--- src/hdl/assert_macros.svh ---
`ifndef ASSERT_MACROS_SVH
`define ASSERT_MACROS_SVH

// Same-cycle implication, checked on every rising edge outside reset.
`define DBD_ASSERT_IMP(lbl, clk, rstn, ante, cons) \
    lbl: assert property (@(posedge clk) disable iff (!(rstn)) (ante) |-> (cons)) \
        else $error("dbd assertion failed");

// Next-cycle implication, checked on every rising edge outside reset.
`define DBD_ASSERT_NXT(lbl, clk, rstn, ante, cons) \
    lbl: assert property (@(posedge clk) disable iff (!(rstn)) (ante) |=> (cons)) \
        else $error("dbd assertion failed");

`endif

--- src/hdl/dbd_pkg.sv ---
`timescale 1ns / 1ps

package dbd_pkg;

    // Field widths
    localparam int DayW    = 5;
    localparam int MonW    = 4;
    localparam int YearW   = 14;
    localparam int DiffW   = 23;
    // Serial day number: 365 * 16383 + leap days + day of year fits in 23 bits unsigned
    localparam int SerialW = 24;
    localparam int DiffLimit = 3660000;

    typedef logic [DayW-1:0]    t_day;
    typedef logic [MonW-1:0]    t_month;
    typedef logic [YearW-1:0]   t_year;
    typedef logic [SerialW-1:0] t_serial;

    // Month codes
    localparam t_month MonJan = 4'd1;
    localparam t_month MonFeb = 4'd2;
    localparam t_month MonDec = 4'd12;

    // floor(q / 25) for q < 2^13, by reciprocal 5243 / 2^17 (exact in this range)
    function automatic logic [8:0] div25(input logic [12:0] q);
        logic [25:0] p;
        p = 26'(q) * 26'd5243;
        return p[25:17];
    endfunction

    // Days in month, common year
    function automatic t_day month_len(input t_month m);
        t_day len;
        case (m)
            4'd1:    len = 5'd31;
            4'd2:    len = 5'd28;
            4'd3:    len = 5'd31;
            4'd4:    len = 5'd30;
            4'd5:    len = 5'd31;
            4'd6:    len = 5'd30;
            4'd7:    len = 5'd31;
            4'd8:    len = 5'd31;
            4'd9:    len = 5'd30;
            4'd10:   len = 5'd31;
            4'd11:   len = 5'd30;
            4'd12:   len = 5'd31;
            default: len = 5'd0;
        endcase
        return len;
    endfunction

    // Days before the first of the month, common year
    function automatic logic [8:0] days_before(input t_month m);
        logic [8:0] d;
        case (m)
            4'd1:    d = 9'd0;
            4'd2:    d = 9'd31;
            4'd3:    d = 9'd59;
            4'd4:    d = 9'd90;
            4'd5:    d = 9'd120;
            4'd6:    d = 9'd151;
            4'd7:    d = 9'd181;
            4'd8:    d = 9'd212;
            4'd9:    d = 9'd243;
            4'd10:   d = 9'd273;
            4'd11:   d = 9'd304;
            4'd12:   d = 9'd334;
            default: d = 9'd0;
        endcase
        return d;
    endfunction

endpackage

--- src/hdl/dbd_serial.sv ---
`timescale 1ns / 1ps

// Maps one date to its serial day number; flags an impossible date.
module dbd_serial
    import dbd_pkg::*;
(
    input  t_day    i_day,
    input  t_month  i_month,
    input  t_year   i_year,
    output t_serial o_serial,
    output logic    o_bad
);

    logic        div4;
    logic [8:0]  cent;
    logic        div100;
    logic        div400;
    logic        leap;
    logic [14:0] yp3;
    logic [14:0] yp99;
    logic [14:0] yp399;
    logic [12:0] leaps;
    logic [12:0] n4;
    logic [8:0]  n100;
    logic [8:0]  n400;
    t_serial     base;
    logic        mon_ok;
    t_day        len;
    logic        day_ok;
    logic [8:0]  doy;

    // Leap year test: y/100 = floor(floor(y/4)/25)
    always_comb begin
        div4   = (i_year[1:0] == 2'd0);
        cent   = div25({1'b0, i_year[YearW-1:2]});
        div100 = div4 && ({1'b0, i_year[YearW-1:2]} == 13'(cent) * 13'd25);
        div400 = div100 && (cent[1:0] == 2'd0);
        leap   = div4 && (!div100 || div400);
    end

    // Leap years in [0, y): ceil(y/4) - ceil(y/100) + ceil(y/400)
    always_comb begin
        yp3   = 15'(i_year) + 15'd3;
        yp99  = 15'(i_year) + 15'd99;
        yp399 = 15'(i_year) + 15'd399;
        n4    = yp3[14:2];
        n100  = div25(yp99[14:2]);
        n400  = div25(13'(yp399[14:4]));
        leaps = n4 - 13'(n100) + 13'(n400);
        base  = SerialW'(i_year) * SerialW'(365);
    end

    // Day of year; an invalid date contributes zero
    always_comb begin
        mon_ok = (i_month >= MonJan) && (i_month <= MonDec);
        len    = month_len(i_month);
        if (i_month == MonFeb && leap) begin
            len = 5'd29;
        end
        day_ok = mon_ok && (i_day != 5'd0) && (i_day <= len);
        doy    = 9'd0;
        if (day_ok) begin
            doy = days_before(i_month) + 9'(i_day) + 9'(i_month > MonFeb && leap);
        end
        o_bad    = !day_ok;
        o_serial = base + SerialW'(leaps) + SerialW'(doy);
    end

endmodule

--- src/hdl/days_between_dates_core.sv ---
`timescale 1ns / 1ps
// Days between two Gregorian dates.
// Input: a date pair (day, month, year for each) on the i_ ports, transferred
//   at a rising edge where start is high and busy is low. busy is always low,
//   so a new pair may be transferred every cycle.
// Output: o_day_difference (second minus first, in days, saturated to
//   +/-3660000) and o_date_invalid (either date impossible; that date then
//   counts as day-of-year 0), marked by o_valid for exactly one cycle.
// Pipeline: the pair is captured in an input register; one pass of
//   serial-day logic for both dates plus a subtract and clamp feeds the result
//   register, which drives o_valid and the result outputs.
// Throughput: one pair per cycle, set by the single register-to-register pass.
// Reset: synchronous, active low; clears the valid flags of both stages, so
//   no result is shown after reset until a new transfer.
// The receiver cannot stall: each result is present for one cycle only.
`include "assert_macros.svh"

module days_between_dates_core
    import dbd_pkg::*;
(
    input  logic               i_clk,
    input  logic               i_rst_n,
    input  logic               start,
    output logic               busy,
    input  t_day               i_first_day,
    input  t_month             i_first_month,
    input  t_year              i_first_year,
    input  t_day               i_second_day,
    input  t_month             i_second_month,
    input  t_year              i_second_year,
    output logic               o_valid,
    output logic signed [DiffW-1:0] o_day_difference,
    output logic               o_date_invalid
);

    logic   r_in_valid;
    t_day   r_d1, r_d2;
    t_month r_m1, r_m2;
    t_year  r_y1, r_y2;

    t_serial s1, s2;
    logic    bad1, bad2;
    logic signed [SerialW:0] diff;
    logic signed [DiffW-1:0] n_diff;

    logic                    r_valid;
    logic signed [DiffW-1:0] r_diff;
    logic                    r_invalid;

    assign busy = 1'b0;

    // Input register
    always_ff @(posedge i_clk) begin
        if (!i_rst_n) begin
            r_in_valid <= 1'b0;
        end else begin
            r_in_valid <= start && !busy;
        end
        if (start && !busy) begin
            r_d1 <= i_first_day;
            r_m1 <= i_first_month;
            r_y1 <= i_first_year;
            r_d2 <= i_second_day;
            r_m2 <= i_second_month;
            r_y2 <= i_second_year;
        end
    end

    dbd_serial u_first (
        .i_day    (r_d1),
        .i_month  (r_m1),
        .i_year   (r_y1),
        .o_serial (s1),
        .o_bad    (bad1)
    );

    dbd_serial u_second (
        .i_day    (r_d2),
        .i_month  (r_m2),
        .i_year   (r_y2),
        .o_serial (s2),
        .o_bad    (bad2)
    );

    // Difference and clamp
    always_comb begin
        diff = $signed({1'b0, s2}) - $signed({1'b0, s1});
        if (diff > (SerialW+1)'(DiffLimit)) begin
            n_diff = DiffW'(DiffLimit);
        end else if (diff < -(SerialW+1)'(DiffLimit)) begin
            n_diff = -DiffW'(DiffLimit);
        end else begin
            n_diff = diff[DiffW-1:0];
        end
    end

    // Result register
    always_ff @(posedge i_clk) begin
        if (!i_rst_n) begin
            r_valid <= 1'b0;
        end else begin
            r_valid <= r_in_valid;
        end
        if (r_in_valid) begin
            r_diff    <= n_diff;
            r_invalid <= bad1 || bad2;
        end
    end

    assign o_valid          = r_valid;
    assign o_day_difference = r_diff;
    assign o_date_invalid   = r_invalid;

    // Checks
    `DBD_ASSERT_NXT(a_result_follows, i_clk, i_rst_n, r_in_valid, o_valid)
    `DBD_ASSERT_IMP(a_diff_clamped, i_clk, i_rst_n, o_valid, o_day_difference <= DiffW'(DiffLimit) && o_day_difference >= -DiffW'(DiffLimit))
    `DBD_ASSERT_NXT(a_same_date_zero, i_clk, i_rst_n, r_in_valid && r_d1 == r_d2 && r_m1 == r_m2 && r_y1 == r_y2, o_day_difference == '0)

endmodule

--- config.mk ---
export PLATFORM = sky130hd
export DESIGN_NAME = days_between_dates_core
export DESIGN_NICKNAME = d
export VERILOG_FILES = /design/src/hdl/dbd_pkg.sv /design/src/hdl/dbd_serial.sv /design/src/hdl/days_between_dates_core.sv
export VERILOG_INCLUDE_DIRS = /design/src /design/src/hdl
export SDC_FILE = /design/constraint.sdc
export NUM_CORES = 2
export LEC_CHECK = 0
export BUFFER_PORTS_ARGS = -buffer_cell sky130_fd_sc_hd__buf_2
export CAP_MARGIN = 20
export CORE_UTILIZATION = 55
export CTS_CLUSTER_SIZE = 25
export DETAILED_ROUTE_END_ITERATION = 8
export GPL_TIMING_DRIVEN = 1
export PLACE_DENSITY = 0.74
export SLEW_MARGIN = 20
export SYNTH_ARGS = -nofsm -noshare
export SYNTH_HDL_FRONTEND = slang
export SYNTH_HIERARCHICAL = 1
export SYNTH_SLANG_ARGS = --single-unit
--- constraint.sdc ---
create_clock -name i_clk -period 19.6 [get_ports i_clk]
set_input_delay 3.92 -clock i_clk [delete_from_list [all_inputs] [get_ports i_clk]]
set_output_delay 3.92 -clock i_clk [all_outputs]
set_load 0.05 [all_outputs]
# Word level (Yosys, flattened, before mapping)
# Memory sizes are Yosys's and may differ from the RTL's. A register that Yosys moved wholly into a read port is not among the register bits.
# Index checks and enable logic that the tools add are counted.
# W data, S select, Z words.
[totals] rom_bits=448 out_inout_bits=26 memories=4 regBits=72 in_bits=49
[mem_list] name="(name not given)" depth=16 width=9 rd=1 rd_clocked_by_memory_dff=1 wr=0 line_no="dbd_pkg.sv:55" source="case (m)"
[mem_list] name="(name not given)" depth=16 width=9 rd=1 rd_clocked_by_memory_dff=1 wr=0 line_no="dbd_pkg.sv:55"
[mem_list] name="(name not given)" depth=16 width=5 rd=1 rd_clocked_by_memory_dff=1 wr=0 line_no="dbd_pkg.sv:34" source="case (m)"
[mem_list] name="(name not given)" depth=16 width=5 rd=1 rd_clocked_by_memory_dff=1 wr=0 line_no="dbd_pkg.sv:34"
[classes] add_sub_neg=19 mul=10 n_reduce_logical=30 mux=11 n_eq_ne=4 order_cmp=10
[ops] cell="$mul A13 B13 Y26 const B" n=2
[ops] cell="$mul A12 B13 Y25 const B" n=2
[ops] cell="$add A23 B13 Y24" n=2
[ops] cell="$add A24 B9 Y24" n=2
[ops] cell="$mul A11 B13 Y24 const B" n=2
[ops] cell="$mul A14 B9 Y23 const B" n=2
[ops] cell="$mux W9" n=4
[ops] cell="$add A14 B2 Y15 const B" n=2
[ops] cell="$add A14 B7 Y15 const B" n=2
[ops] cell="$add A14 B9 Y15 const B" n=2
[ops] cell="$add A13 B7 Y13" n=2
[ops] cell="$eq A12 B13 Y1" n=2
[ops] cell="$mul A8 B5 Y13 const B" n=2
[ops] cell="$sub A13 B9 Y13" n=2
[ops] cell="$gt A25 B23 Y1 const B" n=1
[ops] cell="$lt A25 B23 Y1 const B" n=1
[ops] cell="$sub A24 B24 Y25" n=1
[ops] cell="$mux W23" n=1
[ops] cell="$add A9 B1 Y9" n=2
[ops] cell="$add A9 B5 Y9" n=2
[ops] cell="$logic_and A1 B1 Y1" n=16
[ops] cell="$mux W4" n=4
[ops] cell="$le A5 B5 Y1" n=2
[ops] cell="$mux W5" n=2
[ops] cell="other kinds (9)" n=22

# Depth between registers and ports, before layout
[depth] word_depth=19 depth_mapped=75 mapped_depth_nobuf=70

# Hierarchy
# The synthesis kept the hierarchy.
[modules_own_cells] mod="dbd_serial at u_first" seq_area_each_um2=0.0 instances=1 area_each_um2=13960.9 cells_per_inst=1494
[modules_own_cells] mod="dbd_serial at u_second" seq_area_each_um2=0.0 instances=1 area_each_um2=13924.6 cells_per_inst=1495
[modules_own_cells] mod="days_between_dates_core" seq_area_each_um2=2142.1 instances=1 area_each_um2=4443.0 cells_per_inst=404

# Worst setup path after synthesis
# Ideal clock, no wire load.
[synth_timing] path_kind="register to register" startpoint="register r_y2[10]" endpoint="register r_diff[10] (netlist: o_day_difference[10]), data pin" path_stages_with_launch=69 t_required_ns=19.346 setup_slack_ns=4.070 arrival_time_ns=15.275 period_less_slack_ns=15.530 setup_time_ns=0.254 path_cell_list="edfxtp_1 > clkbuf_1 > inv_1 > fa_1 > fa_1 > fa_1 > inv_1 > fa_1 > inv_1 > fa_1 > inv_1 > ha_1 > and4_1 > nand4_1 > or2_0 > o2111ai_1 > a31o_2 > xor2_1 > (+33 left out) > a21oi_1 > o21ai_1 > a31o_2 > o21a_1 > nor2_1 > xnor2_1 > ha_1 > buf_2 > nand2_1 > o21ai_1 > mux2_2 > a311oi_1 > nand2_1 > and4_2 > a32oi_2 > nor3_2 > buf_2 > o21a_1"
[synth_between] elab_chain_cells=16 word_cells_on_any_way=30 cone_classes="add/sub: 9; mul: 5; order compare: 3; eq/ne: 1; mux: 3; reduce/logical: 9"
[synth_rtl] element="from (decl)" line_no="days_between_dates_core.sv:39" source="t_year r_y1, r_y2;"
[synth_rtl] element="from (signal assigned)" line_no="days_between_dates_core.sv:65" source="r_y2 <= i_second_year;"
[synth_rtl] element="branches (longest 12 deep; another with $mul A13 B13 Y26)"
[synth_rtl] element="$add A24 B9 Y24 (*)" line_no="dbd_serial.sv:66" source="o_serial = base + SerialW'(leaps) + SerialW'(doy);"
[synth_rtl] element="net s2[18]" line_no="days_between_dates_core.sv:41" source="t_serial s1, s2;"
[synth_rtl] element="$sub A24 B24 Y25 (*)" line_no="days_between_dates_core.sv:87" source="diff = $signed({1'b0, s2}) - $signed({1'b0, s1});"
[synth_rtl] element="$lt A25 B23 Y1" line_no="days_between_dates_core.sv:90" source="end else if (diff < -(SerialW+1)'(DiffLimit)) begin"
[synth_rtl] element="$mux W23" line_no="days_between_dates_core.sv:90"
[synth_rtl] element="to (signal assigned)" line_no="days_between_dates_core.sv:105" source="r_diff <= n_diff;"
[synth_rtl] element="to (decl)" line_no="days_between_dates_core.sv:47" source="logic signed [DiffW-1:0] r_diff;"
# Mark *: on every way through the listed nets, which the timed path passes.
# A chain may end at the register's enable or synchronous reset.

# Worst setup path in the final report
[layout_timing] startpoint="register r_y2[8]" endpoint="register r_diff[8] (netlist: o_day_difference[8]), data pin"
# Same word-level chain as after synthesis.

==> results.sh <==
export IMPL_status="complete, no violations"
export IMPL_fin_setup_tns_ns=0
export IMPL_post_cts_resized=0
export IMPL_final_max_slew_viol_count=0
export IMPL_diodes=0
export IMPL_vias=23100
export IMPL_synthesis_area_um2=32300
export IMPL_antenna_found_initial=6
export IMPL_critical_path_slowest_cell="edfxtp_1"
export IMPL_die_h_um=244
export IMPL_port_buffers=73
export IMPL_grt_start_max_net_pins=31
export IMPL_core_um2=57900
export IMPL_fill_cells=5100
export IMPL_postRouteWirelength_um=71400
export IMPL_worstPathArrival_ns=17.40
export IMPL_grtUsageTotal_pct=24.8
export IMPL_ant_nets=0
export IMPL_layout_commonest_cell="inv_1"
export IMPL_wl_per_cell_um=16.9
export IMPL_path_clk_slew_ns=0.08
export IMPL_fmax_mhz=57.9
export IMPL_drv_cap=0
export IMPL_fp_dieW_um=244
export IMPL_synth_distinct_cells=105
export IMPL_tightest_slew_ns=1.09
export IMPL_crit_fanout=13
export IMPL_hold_class="reg2reg"
export IMPL_cts_hold_buf=0
export IMPL_yosysTopAreaCell="ha_1"
export IMPL_whs_ns=0.740
export IMPL_slowest_delay_ns=0.63
export IMPL_postSynthAreaPerCell_um2=9.53
export IMPL_nets=4733
export IMPL_synth_edff_count=70
export IMPL_synth_area_leaders="ha_1 (31%), fa_1 (27%), inv_1 (9.4%)"
export IMPL_rows=88
export IMPL_htreeDepth=3
export IMPL_hold_viol_final=0
export IMPL_place_congestion=0.939
export IMPL_layout_common_cells="inv_1 (808), ha_1 (804), fa_1 (429), xnor2_1 (171), a21oi_1 (121)"
export IMPL_crit_path_frequent_cell="fa_1"
export IMPL_crit_path_end_kind="flop"
export IMPL_yosysWarnings=6
export IMPL_post_route_min_period_ns=17.28
export IMPL_fin_crit_sh_pct=88.1
export IMPL_cts_tree="yes"
export IMPL_boundaryPins=75
export IMPL_drc_errors=0
export IMPL_synthToLayoutAreaGrowth_pct=4.76
export IMPL_final_util_pct=58.5
export IMPL_cts_path_max_buffers=2
export IMPL_synth_top_area_share_pct=31.1
export IMPL_first_pass_iters=6
export IMPL_place_ws_ns=2.49
export IMPL_drt_iter0_drc=1174
export IMPL_viasPerCell=5.47
export IMPL_clock_skew_ns=0.0167
export IMPL_grt_pass1_vias=23500
export IMPL_async_flop_share_pct=0
export IMPL_critPathBufInv=8
export IMPL_initial_utilization_pct=55.8
export IMPL_rsz0062_at_grt="false"
export IMPL_die_area_um2=59800
export IMPL_yosysSeqAreaShare_pct=6.63
export IMPL_crit_family="adder cells"
export IMPL_clk_latency_ns=0.38
export IMPL_setup_ws_ns=2.32
export IMPL_synthCells=3393
export IMPL_cts_sinks=72
export IMPL_critPathKind="reg2reg"
export IMPL_worstSetupStartpointType="flop"
export IMPL_synthesis_nets=4675
export IMPL_slew_headroom_pct=27.1
export IMPL_grt_first_pass_wirelength_um=118000
export IMPL_synth_seq_cells=72
export IMPL_setup_viol=0
export IMPL_synth_ff_type="edfxtp_1"
export IMPL_numCtsBuffers=9
export IMPL_overflow=0
export IMPL_cts_root_buf="clkbuf_16"
export IMPL_post_cts_buffers=0
export IMPL_required_ns=19.73
export IMPL_drive_gt1_share_pct=4.72
export IMPL_hpwl_um=63100
==> layout make-up <==
| cell class | instances | area (um2) | share of cell area (%) |
|---|---|---|---|
| flip-flops and latches | 72 | 2140 | 6.33 |
| clock inverters | 7 | 76.3 | 0.225 |
| clock buffers | 9 | 225 | 0.665 |
| inverters | 808 | 3030 | 8.96 |
| multi-input cells | 2476 | 27000 | 79.7 |
| repair buffers | 84 | 448 | 1.32 |
| well taps | 765 | 957 | 2.83 |
==> registers in the layout, indices dropped and copies added (netlist names) <==
register          flops
o_valid               1
o_day_difference     23
r_m1                  4
r_y1                 14
r_y2                 14
o_date_invalid        1
r_d1                  5
r_d2                  5
r_in_valid            1
r_m2                  4
==> metrics by stage <==
stage | cell area [um2] | cells
5_1_grt | 33900 | 4221
3_3_place_gp | 33600 | 4205
4_1_cts | 33900 | 4221
6_report | 33900 | 4221
3_5_place_dp | 33600 | 4205
2_1_floorplan | 32300 | 3393
==> Yosys cell counts, types with 13 or more instances <==
| master | count |
|---|---|
| a31oi_1 | 15 |
| and3_1 | 32 |
| nor2_1 | 111 |
| and2_1 | 19 |
| a21oi_1 | 121 |
| fa_1 | 429 |
| nand2b_1 | 20 |
| a211oi_1 | 15 |
| o21ai_1 | 19 |
| or2_2 | 15 |
| nand4_1 | 17 |
| a21o_1 | 57 |
| or3_1 | 15 |
| o211ai_1 | 23 |
| xor2_1 | 67 |
| inv_1 | 808 |
| clkbuf_1 | 23 |
| o21bai_1 | 19 |
| o31ai_1 | 13 |
| xnor2_1 | 172 |
| edfxtp_1 | 70 |
| nor2b_1 | 25 |
| nand2_1 | 103 |
| o21ai_0 | 69 |
| nand3_1 | 36 |
| ha_1 | 804 |
| nor3_1 | 34 |
| o21a_1 | 23 |
==> routing by layer <==
metal  track usage, %  wire length (um)  vias up
met2             40.6             33000      474
met1             35.0             33900    11100
li1                 -                 -    11400
met5                0                74        -
met3             2.89              3070       86
met4             5.99              1390       10
==> logic make-up (layout without fill, tap and decap cells) <==
kind of cell               after synthesis  in the layout  synth area share (%)
xor gates and xnor gates               240            240                  6.56
muxes                                   14             14                 0.515
other                                    1              1                0.0116
and+or+nand+nor                        490            490                  7.94
DFF                                     72             72                  6.63
buffers and inverters                  845            908                  9.93
AOI/OAI and AO/OA                      498            498                  10.7
adders and majority gates             1233           1233                  57.7
==> worst paths after layout <==
| kind | start | end | slack (ns) | depth (start not counted) |
|---|---|---|---|---|
| max | r_y2[8] | o_day_difference[8] | 2.32 | 64 |
| min | r_in_valid | o_day_difference[22] | 0.74 | 1 |
| max reg2reg | r_y2[8] | o_day_difference[8] | 2.32 | 64 |
| min reg2reg | r_in_valid | o_day_difference[22] | 0.74 | 1 |
Power is not shown: default switching activity piles up to over one toggle a cycle in this logic, so the estimate is an artifact.
